<file path="config.mk">
export PLATFORM = sky130hd
export DESIGN_NAME = vmrd_cell
export DESIGN_NICKNAME = d
export VERILOG_FILES = /design/src/rtl/core/vmrd_pkg.sv /design/src/rtl/core/vmrd_cell.sv
export SDC_FILE = /design/constraint.sdc
export NUM_CORES = 1
export LEC_CHECK = 0
export ABC_AREA = 1
export BUFFER_PORTS_ARGS = -buffer_cell sky130_fd_sc_hd__buf_4
export CAP_MARGIN = 10
export CORE_UTILIZATION = 57
export CTS_CLUSTER_DIAMETER = 40
export CTS_CLUSTER_SIZE = 8
export DETAILED_ROUTE_END_ITERATION = 6
export PLACE_DENSITY = 0.85
export SLEW_MARGIN = 20
export SYNTH_ARGS = -nofsm -noshare
export SYNTH_HDL_FRONTEND = slang
export SYNTH_SLANG_ARGS = --single-unit
</file>
<file path="constraint.sdc">
create_clock -name i_clk -period 5.6 [get_ports i_clk]
set_input_delay 0.56 -clock i_clk [delete_from_list [all_inputs] [get_ports i_clk]]
set_output_delay 0.56 -clock i_clk [all_outputs]
set_load 0.05 [all_outputs]
</file>
<file path="src/rtl/core/vmrd_pkg.sv">
// Package for the request dispatcher: sizes, register indexes, policy codes.
// No dependencies.
package vmrd_pkg;
    localparam int LAYERS      = 4;
    localparam int NODES       = 16;
    localparam int COUNT_WIDTH = 8;
    localparam int LW = $clog2(LAYERS);
    localparam int NW = $clog2(NODES);
    localparam int NCW = $clog2(NODES + 1);
    localparam int CFG_IDX_W = 3;
    localparam int CFG_DATA_W = 8;

    localparam logic [CFG_IDX_W-1:0] REG_POLICY = 3'd0;
    localparam logic [CFG_IDX_W-1:0] REG_MAXREQ = 3'd1;
    localparam logic [CFG_IDX_W-1:0] REG_NODES0 = 3'd2;
    localparam logic [CFG_IDX_W-1:0] REG_NODES1 = 3'd3;
    localparam logic [CFG_IDX_W-1:0] REG_NODES2 = 3'd4;
    localparam logic [CFG_IDX_W-1:0] REG_NODES3 = 3'd5;

    localparam logic [1:0] POL_UNSET = 2'd0;
    localparam logic [1:0] POL_FIRST = 2'd1;
    localparam logic [1:0] POL_RR    = 2'd2;
    localparam logic [1:0] POL_LEAST = 2'd3;

    typedef enum logic [1:0] {
        ST_IDLE,
        ST_SCAN,
        ST_OUT
    } t_state;

    typedef struct packed {
        logic                   valid;
        logic                   found;
        logic [NW-1:0]          id;
        logic [COUNT_WIDTH-1:0] best;
    } t_scan;

    typedef struct packed {
        logic                   valid;
        logic [LW-1:0]          layer;
        logic [NW-1:0]          srv;
        logic [COUNT_WIDTH-1:0] cnt;
    } t_wr;
endpackage

</file>
<file path="src/rtl/core/vmrd_cell.sv">
// One server cell: holds a count per layer and folds it into the passing scan.
// Depends on vmrd_pkg.
module vmrd_cell (
    input  logic                          i_clk,
    input  logic                          i_rst_n,
    input  logic [vmrd_pkg::NW-1:0]       i_index,
    input  vmrd_pkg::t_wr                 i_wr,
    input  logic [vmrd_pkg::LW-1:0]       i_layer,
    input  logic [1:0]                    i_policy,
    input  logic [7:0]                    i_max,
    input  logic [vmrd_pkg::NW-1:0]       i_start,
    input  logic [vmrd_pkg::NCW-1:0]      i_n,
    input  vmrd_pkg::t_scan               i_scan,
    output vmrd_pkg::t_scan               o_scan
);
    import vmrd_pkg::*;

    logic [COUNT_WIDTH-1:0] r_cnt [LAYERS];
    logic                   w_cand;
    logic                   w_take;
    t_scan                  n_scan;

    always_ff @(posedge i_clk) begin
        if (!i_rst_n) begin
            for (int l = 0; l < LAYERS; l++) r_cnt[l] <= '0;
        end else if (i_wr.valid && i_wr.srv == i_index) begin
            r_cnt[i_wr.layer] <= i_wr.cnt;
        end
    end

    always_comb begin
        w_cand = ({1'b0, i_index} < i_n) && ({1'b0, r_cnt[i_layer]} < {1'b0, i_max});
        w_take = 1'b0;
        priority if (i_policy == POL_FIRST) begin
            w_take = w_cand && !i_scan.found;
        end else if (i_policy == POL_RR) begin
            w_take = w_cand && (!i_scan.found ||
                     (i_scan.id < i_start && i_index >= i_start));
        end else begin
            w_take = w_cand && (!i_scan.found || r_cnt[i_layer] < i_scan.best);
        end
        n_scan = i_scan;
        if (w_take) begin
            n_scan.found = 1'b1;
            n_scan.id    = i_index;
            n_scan.best  = r_cnt[i_layer];
        end
    end

    always_ff @(posedge i_clk) begin
        if (!i_rst_n) o_scan.valid <= 1'b0;
        else          o_scan.valid <= i_scan.valid;
        o_scan.found <= n_scan.found;
        o_scan.id    <= n_scan.id;
        o_scan.best  <= n_scan.best;
    end
endmodule
</file>
# [Word level (Yosys, flattened, before mapping)]
# Memory sizes are Yosys's and may differ from the RTL's.
# Index checks and enable logic that the tools add are counted.
[classes] order_cmp=5 muxes=10 reduce_logical=10 mul=0 bitwise=0 shifts=0 n_div=0 n_eq_ne=3 addsub=0
[op_table] op="$lt 8x8->1" n=2
[op_table] op="$mux 12" n=1
[op_table] op="$mux 8" n=1
[op_table] op="$reduce_or 8->1" n=1
[op_table] op="$mux 1" n=7
[op_table] op="$logic_and 1x1->1" n=6
[op_table] op="$lt 4x5->1" n=1
[op_table] op="$eq 4x4->1" n=1
[op_table] op="$ge 4x4->1" n=1
[op_table] op="$lt 4x4->1" n=1
[op_table] op="$eq 2x1->1 const B" n=1
[op_table] op="$eq 2x2->1 const B" n=1
[op_table] op="$logic_or 1x1->1" n=2
[op_table] op="$mux 2" n=1
[op_table] op="$logic_not 1->1" n=1
[totals] out_inout_bits=14 mem_count=1 elab_cells=33 regBits=14 rom_bits=0 latch_bits=0 ram_bits=32
[mem_list] name="r_cnt" depth=4 width=8 rd=1 rd_clocked_by_memory_dff=0 write_ports=4 line="vmrd_cell.sv:18" rtl="logic [COUNT_WIDTH-1:0] r_cnt [LAYERS];"

# [Longest topological paths before layout]
[depth] ltp_word=7 mapped_depth=19

# [Least setup slack after synthesis]
# No wires, ideal clock.
[synth_path] kind="in2reg" from="in i_layer[0] (netlist bit)" to="reg o_scan[1] (netlist bit)" path_slack_ps=2950 cell_stages=15 setup_time_ps=112 t_arrival_ps=2537 path_cell_list="buf_4 inv_4 clkbuf_1 o21ai_0 o22ai_1 ha_1 a21oi_1 nor2_1 a211oi_1 o21ai_0 a21oi_4 nand2_4 buf_8 nand2_2 nand2_1"
[synth_lines] element="start, declared" line="vmrd_cell.sv:8" rtl="input logic [vmrd_pkg::LW-1:0] i_layer,"
[synth_lines] element="end, declared" line="vmrd_cell.sv:14" rtl="output vmrd_pkg::t_scan o_scan"

==> insert_results.sql <==
INSERT INTO impl_metrics (metric_group, metric, value, unit) VALUES
('floorplanning', 'floorplan.die.height', '69.9', 'µm'),
('logic_synthesis', 'main_combinational_cell_family_by_area_after_synthesis', 'simple AND/OR/NAND/NOR gates', ''),
('logic_synthesis', 'synth.cell_area', '2630', 'µm²'),
('clock_tree', 'clk_pin_slew', '80', 'ps'),
('status', 'status', 'finished clean', ''),
('placed_design', 'port-buffer-count', '69', ''),
('critical_path', 'critical_path_required', '5530', 'ps'),
('sta', 'totalNegativeSetupSlack', '0', 'ps'),
('critical_path', 'critPathKind', 'input pin to register', ''),
('sta', 'grt_setup_unrepaired', 'false', ''),
('global_route', 'grt_antenna_before_repair', '0', ''),
('layout', 'layout.cells.most_common_list', 'sky130_fd_sc_hd__buf_4, sky130_fd_sc_hd__nor2_1, sky130_fd_sc_hd__inv_1, sky130_fd_sc_hd__nand2_1, sky130_fd_sc_hd__edfxtp_1', ''),
('logic_synthesis', 'synth_seq_cells', '46', ''),
('power', 'leak', '1.60', 'nW'),
('critical_path', 'cp_slowest_cell', 'sky130_fd_sc_hd__o21ai_0', ''),
('detailed_routing', 'avgRoutedWirePerCell', '13.0', 'µm'),
('clock_tree', 'clkLatencyLatePin', '300', 'ps'),
('clock_tree', 'cts_inserted_buffers', '5', ''),
('floorplanning', 'placement_rows', '24', ''),
('clock_tree', 'post_cts_hold_fix_bufs', '0', ''),
('sta', 'timing.max_slew.rel_slack', '36.8', '%'),
('power', 'powerDensity', '277', 'nW/µm²'),
('logic_synthesis', 'post_synthesis_compound_gate_area_fraction', '10.1', '%'),
('clock_tree', 'clock-sinks', '46', ''),
('floorplanning', 'die_width', '69.9', 'µm'),
('placed_design', 'hpwl_after_detailed_placement', '4.29', 'mm'),
('detailed_routing', 'num_vias', '2188', ''),
('layout', 'nets', '445', ''),
('power', 'clock_power_share', '27.4', '%'),
('sta', 'final-setup-viol-count', '0', ''),
('clock_tree', 'cts-htree-levels', '2', ''),
('sta', 'finalHoldViolCount', '0', ''),
('global_route', 'grt_max_degree', '19', ''),
('logic_synthesis', 'post_synth_main_area_contributors', 'sky130_fd_sc_hd__edfxtp_1, sky130_fd_sc_hd__ha_1, sky130_fd_sc_hd__dfxtp_1', ''),
('critical_path', 'cp_cell_sequence', 'buf_4 > inv_2 > or2_1 > o21ai_1 > a2111oi_2 > nand3_2 > o21ai_0', ''),
('logic_synthesis', 'post_synth_mux_area_share', '0', '%'),
('critical_path', 'r2r_end', 'o_scan[7]', ''),
('detailed_routing', 'drt_pass1_iterations', '5', ''),
('critical_path', 'delay_of_the_slowest_critical_path_stage', '850', 'ps'),
('logic_synthesis', 'synthDominantCellAreaShare', '36.5', '%'),
('logic_synthesis', 'synth_fp_nets', '376', ''),
('logic_synthesis', 'fraction_of_the_mapped_netlist_area_in_adder_cells', '11.4', '%'),
('detailed_routing', 'route.detailed.vias_per_inst', '5.23', ''),
('critical_path', 'end_kind', 'register', ''),
('critical_path', 'r2r_cells', '11', ''),
('clock_tree', 'postCtsSetupBuffers', '0', ''),
('power', 'power_frac_seq', '44.4', '%'),
('min_path', 'min-delay-path-class', 'input pin to register', ''),
('power', 'total_switching_power', '288', 'µW'),
('logic_synthesis', 'distinct_cell_type_count_after_synthesis', '34', ''),
('global_route', 'wire_length_of_the_first_global_routing_pass', '8.96', 'mm'),
('logic_synthesis', 'synth_ff_type', 'sky130_fd_sc_hd__edfxtp_1', ''),
('logic_synthesis', 'synthSimpleGateAreaFrac', '22.8', '%'),
('global_route', 'first_global_vias', '2087', ''),
('logic_synthesis', 'synth_enable_flop_cells', '32', ''),
('layout', 'commonest_non_fill_non_tap_cell_in_the_layout', 'sky130_fd_sc_hd__buf_4', ''),
('power', 'peakVddDrop', '206', 'µV'),
('sta', 'timing_limited_maximum_frequency', '0.394', 'GHz'),
('sta', 'slew_viol_final', '0', ''),
('placed_design', 'finalWeightedCongestion', '0.820', ''),
('clock_tree', 'clk_path_buf_depth', '2', ''),
('floorplanning', 'initial_utilization', '60.0', '%'),
('critical_path', 'timing.critical_path.to', 'r_cnt[1][4]', ''),
('logic_synthesis', 'synthDominantAreaCellType', 'sky130_fd_sc_hd__edfxtp_1', ''),
('detailed_routing', 'drt-initial-drc-count', '113', ''),
('detailed_routing', 'drc_errors', '0', ''),
('layout', 'synth_to_final_area_change', '24.5', '%'),
('critical_path', 'arrival', '2470', 'ps'),
('logic_synthesis', 'async_flop_share', '0', '%'),
('critical_path', 'timing.critical_path.fanout_max', '18', ''),
('critical_path', 'startpoint_type', 'input pin', '');
==> power groups by stage <==
| stage | logic [mW] | registers, mW | clock network (mW) |
|---|---|---|---|
| floorplan | 0.111 | 0.473 | 0 |
| global placement | 0.248 | 0.411 | 0 |
| detailed placement | 0.254 | 0.411 | 0 |
| CTS | 0.256 | 0.404 | 0.251 |
| global route | 0.279 | 0.406 | 0.267 |
| finish | 0.256 | 0.403 | 0.249 |
==> Yosys cell counts (all sizes together), types with 2 or more instances <==
| master | count |
|---|---|
| o21ai | 19 |
| a21oi | 11 |
| o211ai | 2 |
| buf | 5 |
| o22ai | 7 |
| inv | 43 |
| nand4 | 3 |
| nand2 | 56 |
| edfxtp | 32 |
| nor3 | 8 |
| nor2 | 45 |
| ha | 24 |
| nand3 | 16 |
| clkbuf | 2 |
| or2 | 2 |
| dfxtp | 14 |
==> registers in the layout, summed over array words and instances, names as in the netlist <==
| register | flops |
|---|---|
| r_cnt | 32 |
| o_scan | 14 |
==> stage by stage <==
step | setup WS (ps) | hold WS [ps] | power, mW | area (µm²) | std cells
final | 3060 | 437 | 0.908 | 3280 | 418
after floorplan | 2950 | 648 | 0.584 | 2630 | 296
after global routing | 2830 | 432 | 0.952 | 3280 | 418
after global placement | 2790 | 724 | 0.659 | 3160 | 410
after detailed placement | 2740 | 732 | 0.665 | 3160 | 410
after CTS | 3060 | 434 | 0.910 | 3280 | 418
==> worst max-delay path: cells and delay by family <==
kind	cells	cell delay, ps
and+or+nand+nor	2	460
AOI/OAI and AO/OA	3	1230
buffers and inverters	2	210
==> worst min path at each step <==
stage	end	start	cells past startpoint
final	o_scan[13]	i_scan[13]	3
after global routing	o_scan[13]	i_scan[13]	3
after CTS	o_scan[13]	i_scan[13]	3
after detailed placement	o_scan[0]	r_cnt[3][0]	6
after global placement	o_scan[0]	r_cnt[3][0]	6
after floorplan	o_scan[0]	r_cnt[0][0]	6
==> cells by family (layout without fill, tap and decap cells) <==
kind of cell / count (synthesis) / count (layout)
AO/OA/AOI/OAI: 44 / 44
XOR/XNOR: 1 / 1
adder cells (fa/ha/maj): 24 / 24
buffers and inverters: 50 / 120
flip-flops: 46 / 46
AND/OR/NAND/NOR: 131 / 131
==> layout make-up <==
type | count | area [µm²]
sequential | 46 | 1240
multi-input combinational | 200 | 1180
fill | 334 | 1110
timing repair buffer | 69 | 518
inverter | 43 | 164
clock buffer | 5 | 68.8
tap | 52 | 65.1
clock inverter | 3 | 43.8
==> metal layers <==
layer | vias up | GRT usage, % | wire length (µm)
li1 | 1125 | - | -
met1 | 968 | 27.2 | 2290
met2 | 78 | 40.7 | 2680
met3 | 17 | 6.20 | 310
met4 | 0 | 10.0 | 146
met5 | - | 0 | 0
Note: power is estimated with default switching activity, not from simulation.
